--- src/sv/lsrp_pkg.sv ---
// Shared types and constants for the laser scan reply parser.
// No dependencies; every other file of the block but lsrp_ram imports this package.
`timescale 1ns / 1ps
`default_nettype none

package lsrp_pkg;

  // Characters of the reply format
  localparam logic [7:0] CH_G    = 8'h47;
  localparam logic [7:0] CH_S    = 8'h53;
  localparam logic [7:0] CH_LF   = 8'h0A;
  localparam logic [7:0] CH_ZERO = 8'h30;
  localparam logic [7:0] CH_NINE = 8'h39;

  // Byte position of the LF that closes the header
  localparam logic [6:0] HEADER_LAST = 7'd22;

  // Widths fixed by the result fields
  localparam int STEP_W = 14;
  localparam int DIST_W = 12;
  localparam int SIX_W  = 6;

  // A block holds at most 64 bytes, so at most 32 values: count field width
  localparam int MAX_BLOCK_BYTES = 64;
  localparam int CNT_W = $clog2((MAX_BLOCK_BYTES + 1) / 2 + 1);

  // Result kinds
  typedef enum logic [2:0] {
    KIND_POINT    = 3'd0,
    KIND_DONE     = 3'd1,
    KIND_HEADER   = 3'd2,
    KIND_CHECKSUM = 3'd3,
    KIND_FRAMING  = 3'd4
  } kind_t;

  // Command from front to back: one single result, or the release of a block
  typedef struct packed {
    kind_t              kind;   // KIND_POINT means block release
    logic [STEP_W-1:0]  base;   // step index of the first point of the block
    logic [CNT_W-1:0]   count;  // number of points in the block
    logic               bank;   // value buffer bank that holds the block
  } cmd_t;

  // Back to front: a value bank has been drained
  typedef struct packed {
    logic valid;
    logic bank;
  } bank_free_t;

endpackage

`default_nettype wire

--- src/sv/laser_scan_reply_parser.sv ---
// Laser scan reply parser, top level: byte front end, command queue, value
// bank RAM and result back end. Depends on lsrp_pkg and all lsrp_* modules.
//
// Takes a rangefinder "GS" scan reply one byte per transfer and delivers
// points (step index and 12-bit distance), frame-complete and error results,
// each with last set on the final result caused by its byte. The input
// reports full while the two-entry command queue is full, or while a data
// byte would go to a value bank whose block is still being delivered. Points
// of a checked block leave one at a time, paced by the registered RAM read
// feeding the single output register; the next value is read only after the
// previous read has landed. The two banks let one block be received while
// the previous one drains. No clearing pass after reset.
`timescale 1ns / 1ps
`default_nettype none

module laser_scan_reply_parser #(
  parameter int BLOCK_BYTES = 64,
  parameter int MAX_POINTS  = 1024
) (
  input  wire logic        clk,
  input  wire logic        rst,
  input  wire logic        push,
  output logic             full,
  input  wire logic [7:0]  rx_byte,
  output logic             empty,
  input  wire logic        pop,
  output logic [2:0]       kind,
  output logic [13:0]      step_index,
  output logic [11:0]      distance,
  output logic             last
);

  import lsrp_pkg::*;

  localparam int SLOTS  = (BLOCK_BYTES + 1) / 2;
  localparam int SLOT_W = (SLOTS > 1) ? $clog2(SLOTS) : 1;

  cmd_t              front_cmd;
  cmd_t              back_cmd;
  logic              cmd_wr;
  logic              cmd_rd;
  logic              cmd_full;
  logic              cmd_valid;
  bank_free_t        bank_free;
  logic              ram_wr;
  logic [SLOT_W:0]   ram_wr_addr;
  logic [DIST_W-1:0] ram_wr_data;
  logic [SLOT_W:0]   ram_rd_addr;
  logic [DIST_W-1:0] ram_rd_data;

  // Byte parsing and checks
  lsrp_front #(
    .BLOCK_BYTES (BLOCK_BYTES),
    .MAX_POINTS  (MAX_POINTS)
  ) u_front (
    .clk       (clk),
    .rst       (rst),
    .push      (push),
    .rx_byte   (rx_byte),
    .full      (full),
    .cmd_wr    (cmd_wr),
    .cmd       (front_cmd),
    .cmd_full  (cmd_full),
    .bank_free (bank_free),
    .ram_wr    (ram_wr),
    .ram_addr  (ram_wr_addr),
    .ram_data  (ram_wr_data)
  );

  // Command queue
  lsrp_cmd_fifo u_cmd_fifo (
    .clk    (clk),
    .rst    (rst),
    .wr_en  (cmd_wr),
    .wr_cmd (front_cmd),
    .full   (cmd_full),
    .rd_en  (cmd_rd),
    .rd_cmd (back_cmd),
    .valid  (cmd_valid)
  );

  // Two banks of block values
  lsrp_ram #(
    .WIDTH (DIST_W),
    .DEPTH (2 * (2 ** SLOT_W))
  ) u_values (
    .clk     (clk),
    .wr_en   (ram_wr),
    .wr_addr (ram_wr_addr),
    .wr_data (ram_wr_data),
    .rd_addr (ram_rd_addr),
    .rd_data (ram_rd_data)
  );

  // Result delivery
  lsrp_back #(
    .BLOCK_BYTES (BLOCK_BYTES)
  ) u_back (
    .clk        (clk),
    .rst        (rst),
    .cmd        (back_cmd),
    .cmd_valid  (cmd_valid),
    .cmd_rd     (cmd_rd),
    .ram_addr   (ram_rd_addr),
    .ram_data   (ram_rd_data),
    .bank_free  (bank_free),
    .empty      (empty),
    .pop        (pop),
    .kind       (kind),
    .step_index (step_index),
    .distance   (distance),
    .last       (last)
  );

endmodule

`default_nettype wire

--- src/sv/lsrp_ram.sv ---
// Generic single write port, single read port RAM with registered read data.
// No dependencies.
`timescale 1ns / 1ps
`default_nettype none

module lsrp_ram #(
  parameter int WIDTH = 12,
  parameter int DEPTH = 64
) (
  input  wire logic                     clk,
  input  wire logic                     wr_en,
  input  wire logic [$clog2(DEPTH)-1:0] wr_addr,
  input  wire logic [WIDTH-1:0]         wr_data,
  input  wire logic [$clog2(DEPTH)-1:0] rd_addr,
  output logic      [WIDTH-1:0]         rd_data
);

  logic [WIDTH-1:0] mem [DEPTH];

  // Write and registered read
  always_ff @(posedge clk) begin
    if (wr_en) begin
      mem[wr_addr] <= wr_data;
    end
    rd_data <= mem[rd_addr];
  end

endmodule

`default_nettype wire

--- src/sv/lsrp_cmd_fifo.sv ---
// Two-entry command queue between the byte front end and the result back end.
// Depends on lsrp_pkg for the command type.
`timescale 1ns / 1ps
`default_nettype none

module lsrp_cmd_fifo (
  input  wire logic          clk,
  input  wire logic          rst,
  input  wire logic          wr_en,
  input  wire lsrp_pkg::cmd_t wr_cmd,
  output logic               full,
  input  wire logic          rd_en,
  output lsrp_pkg::cmd_t     rd_cmd,
  output logic               valid
);

  import lsrp_pkg::*;

  cmd_t       slots [2];
  logic       wr_ptr;
  logic       rd_ptr;
  logic [1:0] count;

  assign full   = (count == 2'd2);
  assign valid  = (count != 2'd0);
  assign rd_cmd = slots[rd_ptr];

  // Pointers and fill count
  always_ff @(posedge clk) begin
    if (rst) begin
      wr_ptr <= 1'b0;
      rd_ptr <= 1'b0;
      count  <= 2'd0;
    end else begin
      if (wr_en) begin
        wr_ptr <= ~wr_ptr;
      end
      if (rd_en) begin
        rd_ptr <= ~rd_ptr;
      end
      case ({wr_en, rd_en})
        2'b10:   count <= count + 2'd1;
        2'b01:   count <= count - 2'd1;
        default: count <= count;
      endcase
    end
  end

  // Entry storage
  always_ff @(posedge clk) begin
    if (wr_en) begin
      slots[wr_ptr] <= wr_cmd;
    end
  end

endmodule

`default_nettype wire

--- src/sv/lsrp_front.sv ---
// Byte front end: header, data, checksum and framing checks of a scan reply.
// Writes decoded values to the bank RAM and queues commands; uses lsrp_pkg.
`timescale 1ns / 1ps
`default_nettype none

module lsrp_front #(
  parameter int BLOCK_BYTES = 64,
  parameter int MAX_POINTS  = 1024,
  localparam int SLOTS  = (BLOCK_BYTES + 1) / 2,
  localparam int SLOT_W = (SLOTS > 1) ? $clog2(SLOTS) : 1
) (
  input  wire logic                clk,
  input  wire logic                rst,
  input  wire logic                push,
  input  wire logic [7:0]          rx_byte,
  output logic                     full,
  output logic                     cmd_wr,
  output lsrp_pkg::cmd_t           cmd,
  input  wire logic                cmd_full,
  input  wire lsrp_pkg::bank_free_t bank_free,
  output logic                     ram_wr,
  output logic [SLOT_W:0]          ram_addr,
  output logic [lsrp_pkg::DIST_W-1:0] ram_data
);

  import lsrp_pkg::*;

  localparam int BL_W   = $clog2(2 * MAX_POINTS + 1);
  localparam int PC_W   = $clog2(MAX_POINTS + 1);
  localparam logic [6:0]  BLOCK_LEN = 7'(BLOCK_BYTES);
  localparam logic [STEP_W-1:0] MAX_SPAN = STEP_W'(MAX_POINTS);

  typedef enum logic [2:0] {
    PH_HUNT_G   = 3'd0,
    PH_HEADER   = 3'd1,
    PH_DATA     = 3'd2,
    PH_CHECK    = 3'd3,
    PH_BLOCK_LF = 3'd4,
    PH_END_LF   = 3'd5,
    PH_HUNT_LF  = 3'd6
  } phase_t;

  phase_t            phase, phase_next;
  logic [6:0]        byte_position, byte_position_next;
  logic [STEP_W-1:0] first_step, first_step_next;
  logic [STEP_W-1:0] final_step, final_step_next;
  logic [BL_W-1:0]   bytes_left, bytes_left_next;
  logic [SIX_W-1:0]  running_sum, running_sum_next;
  logic [SIX_W-1:0]  high_sixbits, high_sixbits_next;
  logic [PC_W-1:0]   point_counter, point_counter_next;
  logic [CNT_W-1:0]  block_fill, block_fill_next;
  logic              previous_was_lf, previous_was_lf_next;
  logic              bank, bank_next;
  logic [1:0]        bank_busy, bank_busy_next;

  logic              accept;
  logic              is_lf;
  logic              is_digit;
  logic [3:0]        digit;
  logic [STEP_W-1:0] final_new;
  logic [STEP_W-1:0] span;
  logic [SIX_W-1:0]  six;
  logic [6:0]        pos_inc;
  logic [7:0]        check_char;
  logic [STEP_W-1:0] block_base;

  // Stall on a full queue, or on data bytes while the target bank drains
  assign full   = cmd_full || ((phase == PH_DATA) && bank_busy[bank]);
  assign accept = push && !full;

  assign is_lf      = (rx_byte == CH_LF);
  assign is_digit   = (rx_byte >= CH_ZERO) && (rx_byte <= CH_NINE);
  assign digit      = rx_byte[3:0];
  assign final_new  = STEP_W'((final_step << 3) + (final_step << 1) + STEP_W'(digit));
  assign span       = final_new - first_step;
  assign six        = SIX_W'(rx_byte - CH_ZERO);
  assign pos_inc    = byte_position + 7'd1;
  assign check_char = {2'b00, running_sum} + CH_ZERO;
  assign block_base = first_step + STEP_W'(point_counter) - STEP_W'(block_fill);

  assign ram_data = {high_sixbits, six};
  assign ram_addr = {bank, block_fill[SLOT_W-1:0]};

  // Next state for one accepted byte, plus bank release from the back end
  always_comb begin
    phase_next           = phase;
    byte_position_next   = byte_position;
    first_step_next      = first_step;
    final_step_next      = final_step;
    bytes_left_next      = bytes_left;
    running_sum_next     = running_sum;
    high_sixbits_next    = high_sixbits;
    point_counter_next   = point_counter;
    block_fill_next      = block_fill;
    previous_was_lf_next = previous_was_lf;
    bank_next            = bank;
    bank_busy_next       = bank_busy;
    cmd_wr               = 1'b0;
    cmd                  = '{kind: KIND_DONE, base: '0, count: '0, bank: 1'b0};
    ram_wr               = 1'b0;

    if (bank_free.valid) begin
      bank_busy_next[bank_free.bank] = 1'b0;
    end

    if (accept) begin
      case (phase)
        PH_HEADER: begin
          byte_position_next = pos_inc;
          if (byte_position == 7'd1) begin
            if (rx_byte != CH_S) begin
              cmd_wr   = 1'b1;
              cmd.kind = KIND_HEADER;
            end
          end else if (byte_position >= 7'd2 && byte_position <= 7'd9) begin
            if (!is_digit) begin
              cmd_wr   = 1'b1;
              cmd.kind = KIND_HEADER;
            end else if (byte_position <= 7'd5) begin
              first_step_next = STEP_W'((first_step << 3) + (first_step << 1)
                                        + STEP_W'(digit));
            end else begin
              final_step_next = final_new;
              if (byte_position == 7'd9) begin
                if (final_new < first_step || span >= MAX_SPAN) begin
                  cmd_wr   = 1'b1;
                  cmd.kind = KIND_HEADER;
                end
                bytes_left_next = BL_W'({span, 1'b0} + 2);
              end
            end
          end else if (byte_position >= HEADER_LAST) begin
            if (!is_lf) begin
              cmd_wr   = 1'b1;
              cmd.kind = KIND_HEADER;
            end else begin
              phase_next         = PH_DATA;
              point_counter_next = '0;
              byte_position_next = '0;
              running_sum_next   = '0;
              block_fill_next    = '0;
            end
          end
        end

        PH_DATA: begin
          running_sum_next = SIX_W'(running_sum + SIX_W'(rx_byte));
          if (!bytes_left[0]) begin
            high_sixbits_next = six;
          end else begin
            ram_wr             = 1'b1;
            block_fill_next    = block_fill + CNT_W'(1);
            point_counter_next = point_counter + PC_W'(1);
          end
          if (bytes_left != '0) begin
            bytes_left_next = bytes_left - BL_W'(1);
          end
          byte_position_next = pos_inc;
          if (pos_inc >= BLOCK_LEN || bytes_left_next == '0) begin
            phase_next = PH_CHECK;
          end
        end

        PH_CHECK: begin
          if (rx_byte != check_char) begin
            cmd_wr   = 1'b1;
            cmd.kind = KIND_CHECKSUM;
          end else begin
            phase_next = PH_BLOCK_LF;
            if (block_fill != '0) begin
              cmd_wr    = 1'b1;
              cmd.kind  = KIND_POINT;
              cmd.base  = block_base;
              cmd.count = block_fill;
              cmd.bank  = bank;
              bank_busy_next[bank] = 1'b1;
              bank_next = ~bank;
            end
          end
        end

        PH_BLOCK_LF: begin
          if (!is_lf) begin
            cmd_wr   = 1'b1;
            cmd.kind = KIND_FRAMING;
          end else if (bytes_left == '0) begin
            phase_next = PH_END_LF;
          end else begin
            phase_next         = PH_DATA;
            byte_position_next = '0;
            running_sum_next   = '0;
            block_fill_next    = '0;
          end
        end

        PH_END_LF: begin
          cmd_wr = 1'b1;
          if (!is_lf) begin
            cmd.kind = KIND_FRAMING;
          end else begin
            cmd.kind   = KIND_DONE;
            phase_next = PH_HUNT_G;
          end
        end

        PH_HUNT_LF: begin
          if (is_lf && previous_was_lf) begin
            phase_next           = PH_HUNT_G;
            previous_was_lf_next = 1'b0;
          end else begin
            previous_was_lf_next = is_lf;
          end
        end

        default: begin
          phase_next = PH_HUNT_G;
          if (rx_byte == CH_G) begin
            phase_next         = PH_HEADER;
            byte_position_next = 7'd1;
            first_step_next    = '0;
            final_step_next    = '0;
          end
        end
      endcase

      // Any error result sends the parser hunting for LF LF
      if (cmd_wr && cmd.kind != KIND_POINT && cmd.kind != KIND_DONE) begin
        phase_next           = PH_HUNT_LF;
        previous_was_lf_next = is_lf;
      end
    end
  end

  // Parser state
  always_ff @(posedge clk) begin
    if (rst) begin
      phase           <= PH_HUNT_G;
      byte_position   <= '0;
      first_step      <= '0;
      final_step      <= '0;
      bytes_left      <= '0;
      running_sum     <= '0;
      high_sixbits    <= '0;
      point_counter   <= '0;
      block_fill      <= '0;
      previous_was_lf <= 1'b0;
      bank            <= 1'b0;
      bank_busy       <= '0;
    end else begin
      phase           <= phase_next;
      byte_position   <= byte_position_next;
      first_step      <= first_step_next;
      final_step      <= final_step_next;
      bytes_left      <= bytes_left_next;
      running_sum     <= running_sum_next;
      high_sixbits    <= high_sixbits_next;
      point_counter   <= point_counter_next;
      block_fill      <= block_fill_next;
      previous_was_lf <= previous_was_lf_next;
      bank            <= bank_next;
      bank_busy       <= bank_busy_next;
    end
  end

endmodule

`default_nettype wire

--- src/sv/lsrp_back.sv ---
// Result back end: turns queued commands into results, reading block values
// from the bank RAM one point at a time. Uses lsrp_pkg.
`timescale 1ns / 1ps
`default_nettype none

module lsrp_back #(
  parameter int BLOCK_BYTES = 64,
  localparam int SLOTS  = (BLOCK_BYTES + 1) / 2,
  localparam int SLOT_W = (SLOTS > 1) ? $clog2(SLOTS) : 1
) (
  input  wire logic                   clk,
  input  wire logic                   rst,
  input  wire lsrp_pkg::cmd_t         cmd,
  input  wire logic                   cmd_valid,
  output logic                        cmd_rd,
  output logic [SLOT_W:0]             ram_addr,
  input  wire logic [lsrp_pkg::DIST_W-1:0] ram_data,
  output lsrp_pkg::bank_free_t        bank_free,
  output logic                        empty,
  input  wire logic                   pop,
  output logic [2:0]                  kind,
  output logic [lsrp_pkg::STEP_W-1:0] step_index,
  output logic [lsrp_pkg::DIST_W-1:0] distance,
  output logic                        last
);

  import lsrp_pkg::*;

  logic              out_valid;
  logic              draining;
  logic [CNT_W-1:0]  idx;
  logic [CNT_W-1:0]  count;
  logic [STEP_W-1:0] base;
  logic              bank;
  logic              rd_pend;
  logic              rd_last;
  logic              rd_bank;
  logic [STEP_W-1:0] rd_step;

  logic              out_free;
  logic              issue;
  logic              take_cmd;
  logic              take_single;

  assign empty    = !out_valid;
  assign out_free = !out_valid || pop;

  // Read a value when the output register will be free on its arrival
  assign issue    = draining && !rd_pend && out_free;
  assign take_cmd = !draining && !rd_pend && cmd_valid
                    && ((cmd.kind == KIND_POINT) || out_free);
  assign take_single = take_cmd && (cmd.kind != KIND_POINT);
  assign cmd_rd   = take_cmd;

  assign ram_addr = {bank, idx[SLOT_W-1:0]};

  assign bank_free.valid = rd_pend && rd_last;
  assign bank_free.bank  = rd_bank;

  // Drain sequencer and output register
  always_ff @(posedge clk) begin
    if (rst) begin
      out_valid <= 1'b0;
      draining  <= 1'b0;
      rd_pend   <= 1'b0;
    end else begin
      rd_pend <= issue;
      if (rd_pend || take_single) begin
        out_valid <= 1'b1;
      end else if (pop) begin
        out_valid <= 1'b0;
      end
      if (take_cmd && cmd.kind == KIND_POINT) begin
        draining <= 1'b1;
      end else if (issue && idx == count - CNT_W'(1)) begin
        draining <= 1'b0;
      end
    end
  end

  // Datapath registers
  always_ff @(posedge clk) begin
    if (take_cmd) begin
      idx   <= '0;
      count <= cmd.count;
      base  <= cmd.base;
      bank  <= cmd.bank;
    end else if (issue) begin
      idx <= idx + CNT_W'(1);
    end
    if (issue) begin
      rd_last <= (idx == count - CNT_W'(1));
      rd_bank <= bank;
      rd_step <= base + STEP_W'(idx);
    end
    if (rd_pend) begin
      kind       <= KIND_POINT;
      step_index <= rd_step;
      distance   <= ram_data;
      last       <= rd_last;
    end else if (take_single) begin
      kind       <= cmd.kind;
      step_index <= '0;
      distance   <= '0;
      last       <= 1'b1;
    end
  end

endmodule

`default_nettype wire

--- config.mk ---
export PLATFORM = sky130hd
export DESIGN_NAME = laser_scan_reply_parser
export DESIGN_NICKNAME = d
export VERILOG_FILES = /design/src/sv/lsrp_pkg.sv /design/src/sv/laser_scan_reply_parser.sv /design/src/sv/lsrp_ram.sv /design/src/sv/lsrp_cmd_fifo.sv /design/src/sv/lsrp_front.sv /design/src/sv/lsrp_back.sv
export SDC_FILE = /design/constraint.sdc
export NUM_CORES = 1
export LEC_CHECK = 0
export BUFFER_PORTS_ARGS = -buffer_cell sky130_fd_sc_hd__buf_2
export CAP_MARGIN = 20
export CORE_MARGIN = 4
export CORE_UTILIZATION = 45
export DETAILED_ROUTE_END_ITERATION = 6
export HOLD_SLACK_MARGIN = 0.12
export PLACE_DENSITY_LB_ADDON = 0.15
export SETUP_SLACK_MARGIN = 0.3
export SYNTH_ARGS = -nofsm -noshare
export SYNTH_HDL_FRONTEND = slang
export SYNTH_SLANG_ARGS = --single-unit
--- constraint.sdc ---
create_clock -name clk -period 6.27 [get_ports clk]
set_clock_uncertainty 0.15 [all_clocks]
set_input_delay 1.254 -clock clk [delete_from_list [all_inputs] [get_ports clk]]
set_output_delay 1.254 -clock clk [all_outputs]
set_load 0.02 [all_outputs]
==> results list, run 1 <==
- Clk Latency, worst-skew pair: 0.67 ns
* Post-Syn Nets: roughly 2.6k
- Actual slew at the worst max-slew pin: 1.08 ns
- H-Tree Level Count: 3
- The worst pin sits at a relative slew slack of 0.283.
* Kind of cell adding the most delay to the critical path: compound AO/OA/AOI/OAI gates
- Dividing total power by cell area gives a power density of 349 nW/µm².
- After technology mapping, the gate count stands at 2,486.
* Sum of net half-perimeters after detailed placement: 60.4 mm
* Number of hold violations in the final report: 0
* Most common cell after layout, fill and taps aside: sky130_fd_sc_hd__edfxtp_1
* Slowest stage cell, crit path: sky130_fd_sc_hd__fa_1
* Multi-input gate area: 12,800 µm²
* Fill cells: roughly 7.6k
- For this run, the post-layout net count is 2,747.
- Number of nets still failing antenna checks after routing: 0
- The root buffer cell chosen for the clock tree is sky130_fd_sc_hd__clkbuf_16.
- Number of standard cells in the layout, taps in and fillers out: 3,959
- Die X-Extent: 314 µm
* Via count of the first global-routing pass: around 23k
- Maximum number of pins on one net before global-route repair: between 100 and 150
- IR Drop Worst-Case VDD: 0.230 mV
- Counting flops with an async set or reset pin after synthesis yields a share of 0.
* Pre-Repair DR Iteration Count: 5
* Routability congestion estimate: 0.805
* Via/cell ratio: 5.68
* Area growth from synthesis to final layout: 13.2%
- Antenna diode count: 0
- After synthesis the netlist holds a flip-flop and latch count of 991.
- In this run the deepest clock path goes through 3 buffers.
- The final count of pins violating max slew was 0.
- For this configuration, the core starts out at a cell density of 0.452.
- STA classifies the critical path startpoint as a primary input.
* Post-synth EDFFs: 880
* LEAKAGE: 15.5 nW
* Internal portion of total power: ~0.012 W
- DRC violations left: 0
- In this run, CTS created clock tree buffers numbering slightly above 100.
* Global-route track usage on met1: 0.287
- The share of total power dissipated in combinational logic is 0.173.
- Final total power: 0.0166 W
- Of the cells placed in the final design, the portion with a size suffix greater than 1 is 0.234.
- Proportion of power drawn by the clock network: 0.361
- Averaged over all synthesized cells, the footprint is approximately 17 µm².
* Switching pwr: 0.00435 W
* Result of the run: finished, final reports clean
- In this run the cell area measured after placement is 44,300 µm².
* Std cell rows: approximately 110
- Most frequent cells in the layout: 880 x sky130_fd_sc_hd__edfxtp_1, 252 x sky130_fd_sc_hd__mux4_2, 179 x sky130_fd_sc_hd__nor2_1
- Yosys synthesis warning count: 0
- Area of the die: 98,700 µm²
* Number of endpoints failing setup at the final stage: 0
- Worst Path Required: 6.71 ns
- The share of total power dissipated in sequential elements is 0.467.
- Final design area excluding fillers: 47,700 µm²
- The cell area that synthesis handed to floorplanning was approximately 42,000 µm².
- The routed design could run at a clock period as short as approximately 5.7 ns.
* Maximum fanout along the worst path: 5
- Synthesis instantiated 83 different standard cells from the library.
* All-Layer GR Usage: 0.200
* Fraction of met2 tracks used by global routing: 0.328
* Quantity of I/O buffers inserted on ports: 43
- CTS tree: yes
- The layer flagged by global routing as most heavily used is met2.
- The critical path contains buffers and inverters numbering 6 combined.
- Unrepaired setup endpoints after global routing: yes
- Data arrives at the worst endpoint at 6.15 ns.
* Post-route clock period utilization: 0.910
- Number of primary I/O pins: 44
* Fraction of power spent switching nets: 0.262
* Final wirelength: 97.5 mm
- After global routing the overflow that remains totals 0.
* Maximum frequency from static timing analysis: roughly 180 MHz
- DRC violation total after the first TritonRoute iteration: between 1.5k and 2k
- The core region is 93,200 µm².
* Portion of the post-synthesis area used by sequential elements: 0.679
* Worst-path clk slew: 0.06 ns
- From bottom edge to top edge, the die measures 314 µm.
* CTS Sinks: 991
- Wire length of the first global-routing pass: roughly 150 mm
- Max-cap violations in this run came to 0.
- Delay of the slowest cell on the worst path: 0.57 ns
- Met3 layer usage reported by global route: 0.0313
- Registers take approximately 29,000 µm².
- Worst Path Class, Setup: primary input to flip-flop
* Total via count in the routed design: 22.5k
- For this run, the leading register cell type out of synthesis is sky130_fd_sc_hd__edfxtp_1.
- STA classifies the critical path endpoint as a flip-flop.
- Number of placed instances, taps included: roughly 3.8k
* Antenna violations before repair: 5
- Type of the most critical hold path: flip-flop to flip-flop
* Post-detailed-route wirelength per cell: 24.6 µm
-- metrics by stage --
stage	hold WS [ns]	TNS, ns	setup WS, ns	utilization
after floorplan	0.299	0	0.219	-
after global routing	0.329	0	0.258	0.512
after detailed placement	0.310	-1.52	-0.381	0.476
after global placement	0.305	-18.67	-0.382	0.475
after CTS	0.322	0	0.337	0.512
final	0.317	0	0.562	0.512
-- path summary, 6_finish.rpt --
check,startpoint,endpoint,slack [ns],cells after the start
worst min-delay path,u_front.high_sixbits[1],u_values.mem[59][7],0.32,0
worst max-delay path,rx_byte[3],u_cmd_fifo.count[1],0.56,26
worst max register to register,u_front.final_step[0],u_cmd_fifo.count[1],0.92,25
worst min register to register,u_front.high_sixbits[1],u_values.mem[59][7],0.32,0
-- kinds of logic after synthesis --
logic type      synth area share
compound gates            0.0423
xor+xnor                  0.0210
fa+ha+maj                 0.0367
buf+inv                   0.0203
flops                      0.679
mux                        0.143
simple gates              0.0576
-- synth_stat cells (11+ instances only) --
library cell,instances,share of area
sky130_fd_sc_hd__xor2_1,36,0.0075
sky130_fd_sc_hd__mux2_2,24,0.0064
sky130_fd_sc_hd__and2_1,35,0.0052
sky130_fd_sc_hd__or3_1,11,0.0016
sky130_fd_sc_hd__edfxtp_1,880,0.63
sky130_fd_sc_hd__fa_1,13,0.0062
sky130_fd_sc_hd__buf_1,18,0.0016
sky130_fd_sc_hd__nor2b_1,13,0.0019
sky130_fd_sc_hd__buf_2,19,0.0023
sky130_fd_sc_hd__nand2_1,89,0.0079
sky130_fd_sc_hd__inv_1,101,0.0090
sky130_fd_sc_hd__clkbuf_1,67,0.0060
sky130_fd_sc_hd__mux4_2,252,0.13
sky130_fd_sc_hd__a21o_1,15,0.0027
sky130_fd_sc_hd__dfxtp_1,111,0.053
sky130_fd_sc_hd__a21oi_1,90,0.011
sky130_fd_sc_hd__nand2b_1,12,0.0018
sky130_fd_sc_hd__o21ai_0,53,0.0063
sky130_fd_sc_hd__nor3_1,32,0.0038
sky130_fd_sc_hd__nand3_1,56,0.0066
sky130_fd_sc_hd__and3_1,11,0.0016
sky130_fd_sc_hd__a22oi_1,19,0.0034
sky130_fd_sc_hd__xnor2_1,65,0.014
sky130_fd_sc_hd__ha_1,103,0.031
sky130_fd_sc_hd__nor2_1,206,0.018
-- flip-flops by register name, summed over array words and instances (netlist names), 3 cells and up, named ones only --
register	flops
u_front.running_sum	6
u_front.final_step	13
u_back.count	6
u_front.phase	3
u_front.bytes_left	12
u_back.distance	12
u_values.mem	768
u_back.kind	3
u_back.idx	6
u_front.point_counter	11
u_back.base	14
u_cmd_fifo.slots	48
u_front.byte_position	7
u_back.rd_step	14
u_front.first_step	14
u_values.rd_data	12
u_front.high_sixbits	6
u_front.block_fill	6
u_back.step_index	14
-- layout make-up --
class | instances | area share
Multi-Input combinational cell | 1285 | 0.268
Timing Repair Buffer | 137 | 0.0210
Clock inverter | 53 | 0.0115
Clock buffer | 138 | 0.0585
Sequential cell | 991 | 0.601
Tap cell | 1254 | 0.0329
Inverter | 101 | 0.00794
-- routing by layer --
layer  wire, µm  part of all wire
met1      42500              0.44
met3       5830             0.060
met5          0                 0
met2      47800              0.49
met4       1470             0.015
-- repair_timing --
| action | 4_1_cts | 5_1_grt |
|---|---|---|
| gates resized for setup | 0 | 9 |
| setup buffers | 0 | 3 |
| setup endpoints to repair | 0 | 39 |
| hold buffers | 0 | 0 |
| endpoints found under the hold margin | 0 | 0 |
-- power by group through the flow --
| stage | Clock [W] | Combinational, W | Sequential, W |
|---|---|---|---|
| after floorplan | 0 | 0.00206 | 0.00784 |
| after global routing | 0.00644 | 0.00312 | 0.00780 |
| final | 0.00600 | 0.00287 | 0.00777 |
| after CTS | 0.00615 | 0.00291 | 0.00777 |
| after detailed placement | 0 | 0.00290 | 0.00791 |
| after global placement | 0 | 0.00286 | 0.00790 |
No activity file was read; power rests on OpenSTA's default activity.
==> run 2, diff against run 1 <==
--- a/config.mk
+++ b/config.mk
@@ -11,6 +11,7 @@
 export CORE_UTILIZATION = 45
 export DETAILED_ROUTE_END_ITERATION = 6
 export HOLD_SLACK_MARGIN = 0.12
+export MAX_ROUTING_LAYER = met4
 export PLACE_DENSITY_LB_ADDON = 0.15
 export SETUP_SLACK_MARGIN = 0.3
 export SYNTH_ARGS = -nofsm -noshare
==> constraint.sdc (replaced) <==
create_clock -name clk -period 6.27 [get_ports clk]
set_clock_uncertainty 0.15 [all_clocks]
set_input_delay 1.254 -clock clk [delete_from_list [all_inputs] [get_ports clk]]
set_output_delay 1.254 -clock clk [all_outputs]
set_load 0.05 [all_outputs]
==> results list, run 2 (same netlist as run 1, synthesis figures left out) <==
- The number of cells on the worst reg-to-reg path is 25.
- The filler cells instantiated in the layout total 7,582.
- All-Layer GR Usage: 0.206
* Post-layout net count: 2,747
- Worst Path Required: 6.71 ns
- Crit path to: u_cmd_fifo.count[1]
- The startpoint identified for the worst register-to-register timing path is u_front.final_step[0].
* CTS tree: yes
- The routed design has 97.8 mm of wire.
- Number of primary I/O pins: 44
- Via count of the first global-routing pass: between 20k and 25k
- The share of total power dissipated in the clock network is 0.357.
* Antenna violations before repair: 5
- The slowest stage of the critical path is the sky130_fd_sc_hd__fa_1 cell.
- Of all nets on the critical path, the largest fanout is 5.
- Of the total power, the share spent switching nets is 0.269.
* Antenna diode count: 0
- Counting the buffers created by CTS gives approximately 100.
* Worst Hold Margin: 0.321 ns
- Port buffering added 43 buffers.
* Worst-path clk slew: 0.06 ns
- IR Drop Worst-Case VDD: 0.230 mV
- Routability congestion estimate: 0.817
- Most frequent cells in the layout: 880 x sky130_fd_sc_hd__edfxtp_1, 252 x sky130_fd_sc_hd__mux4_2, 179 x sky130_fd_sc_hd__nor2_1
- Critical Path Sink Type: flip-flop
- Via/cell ratio: around 5.7
* CTS Sinks: 991
- Type of the most critical hold path: flip-flop to flip-flop
* Post-detailed-route wirelength per cell: 24.7 µm
- The run finished with clean final reports.
* Crit Reg-Reg Endpoint: u_cmd_fifo.count[1]
* Height of the die: 314 µm
- Headroom to the max-slew limit came out at 0.281.
- The final count of pins violating max slew was 0.
- Wire length of the first global-routing pass: 148 mm
- Maximum frequency from static timing analysis: approximately 180 MHz
- Min cycle time layout: 5.71 ns
* Final design area excluding fillers: 47,700 µm²
- Clk Latency, worst-skew pair: 0.67 ns
- The first routing iteration left between 2k and 2.5k violations.
- After floorplanning, the core was divided into approximately 110 placement rows.
- Area growth from synthesis to final layout: 13.2%
- The final number of hold-violating endpoints came to 0.
* Number of nets still failing antenna checks after routing: 0
- Max-cap violations in this run came to 0.
* Worst Path Class, Setup: primary input to flip-flop
* Comb power frac: 0.181
* Worst reg2reg setup slack: 0.93 ns
- In this run the worst setup path begins at rx_byte[3].
* Number of endpoints failing setup at the final stage: 0
- The largest registers in the layout are u_values.mem x768, u_cmd_fifo.slots x48.
- The placed instances occupy a cell area of 44,300 µm².
- Final global-route overflow total: 0
- Starting utilization of the core area: 0.452
* DRC violations left: 0
- CTS hold repair buffers: 0
* Delay of the slowest cell on the worst path: 0.57 ns
- Total via count in the routed design: 22.5k
- H-Tree Level Count: 3
- Post-route clock period utilization: 0.910
- The count of cells in the finished layout, fillers not included, comes to 3,959.
- Unrepaired setup endpoints after global routing: yes
- Pre-Repair DR Iteration Count: 5
* Number of placed instances, taps included: between 3k and 4k
- Cell internal power was estimated by the tool at 0.0123 W.
- No sink is reached through more buffers than the 3 on the longest clock path.
- The register with the most flip-flops in the layout has around 770 of them.
- Sum of net half-perimeters after detailed placement: 60.4 mm
- Measured along the x axis, the die boundary spans 314 µm.
* Part of the power in registers: 0.462
- Top register by number of flip-flops: u_values.mem
- LEAKAGE: 15.5 nW
- Category of the worst setup path launch point: primary input
- Total negative slack: 0 ns
- Maximum number of pins on one net before global-route repair: 127
* Cell chosen for the clock root: sky130_fd_sc_hd__clkbuf_16
- For the worst setup path, the data arrival time is 6.15 ns.
- For the pin with the worst max-slew slack, the measured transition is 1.08 ns.
- The analysis attributes to net switching a power of 0.00452 W.
- Of the cells placed in the final design, the portion with a size suffix greater than 1 is 0.234.
- Most common cell after layout, fill and taps aside: sky130_fd_sc_hd__edfxtp_1
* Core occupancy in the finished layout: 0.512
- Power spread over the standard cell area amounts to 352 nW/µm².
- The die covers a little under 100,000 µm².
* Area of the placeable core: between 90,000 and 100,000 µm²
==> run 2: worst min-delay path by stage <==
stage / endpoint / depth (start not counted) / startpoint
after floorplan: u_front.bank_busy[1] / 2 / u_front.bank_busy[1]
final: u_values.mem[59][7] / 0 / u_front.high_sixbits[1]
after global routing: u_values.mem[59][7] / 0 / u_front.high_sixbits[1]
after global placement: u_values.mem[57][7] / 0 / u_front.high_sixbits[1]
after detailed placement: u_values.mem[57][7] / 0 / u_front.high_sixbits[1]
after CTS: u_values.mem[59][7] / 0 / u_front.high_sixbits[1]
==> run 2: what timing repair did <==
| action | in CTS | in global routing |
|---|---|---|
| gates resized for setup | 0 | 9 |
| buffers inserted | 0 | 3 |
| setup endpoints to repair | 0 | 39 |
==> run 2: worst max-delay path: cells and delay by family <==
| family | cells | cell delay, ns |
|---|---|---|
| xor gates and xnor gates | 1 | 0.15 |
| buffers and inverters | 6 | 0.66 |
| muxes | 1 | 0.06 |
| and+or+nand+nor | 4 | 0.93 |
| adders and majority gates | 4 | 1.43 |
| AOI/OAI and AO/OA | 10 | 1.68 |
==> run 2: per-layer routing <==
metal | up-vias | global-route usage | share of wire
li1 | 10000 | - | -
met3 | 111 | 0.0310 | 0.059
met4 | 0 | 0.0448 | 0.015
met1 | 11800 | 0.288 | 0.44
met5 | - | - | 0
met2 | 637 | 0.326 | 0.49
==> run 2: cell type report <==
| type | count | area [µm²] | share of cell area |
|---|---|---|---|
| Clock buffer | 138 | 2790 | 0.0585 |
| Clock inverter | 53 | 547 | 0.0115 |
| Inverter | 101 | 379 | 0.00794 |
| Multi-Input combinational cell | 1285 | 12800 | 0.268 |
| Sequential cell | 991 | 28700 | 0.601 |
| Tap cell | 1254 | 1570 | 0.0329 |
| Timing Repair Buffer | 137 | 1000 | 0.0210 |
==> run 2: power by group through the flow <==
| stage | clock network (W) | logic, W | registers [W] |
|---|---|---|---|
| after detailed placement | 0 | 0.00305 | 0.00791 |
| after global routing | 0.00644 | 0.00328 | 0.00780 |
| final | 0.00600 | 0.00304 | 0.00777 |
| after floorplan | 0 | 0.00207 | 0.00799 |
| after CTS | 0.00615 | 0.00307 | 0.00777 |
| after global placement | 0 | 0.00302 | 0.00790 |
==> run 2: metrics by stage <==
step,total power (W),setup WS (ns)
2_1_floorplan,0.0101,0.219
3_3_place_gp,0.0109,-0.382
3_5_place_dp,0.0110,-0.381
4_1_cts,0.0170,0.337
5_1_grt,0.0175,0.258
6_report,0.0168,0.562
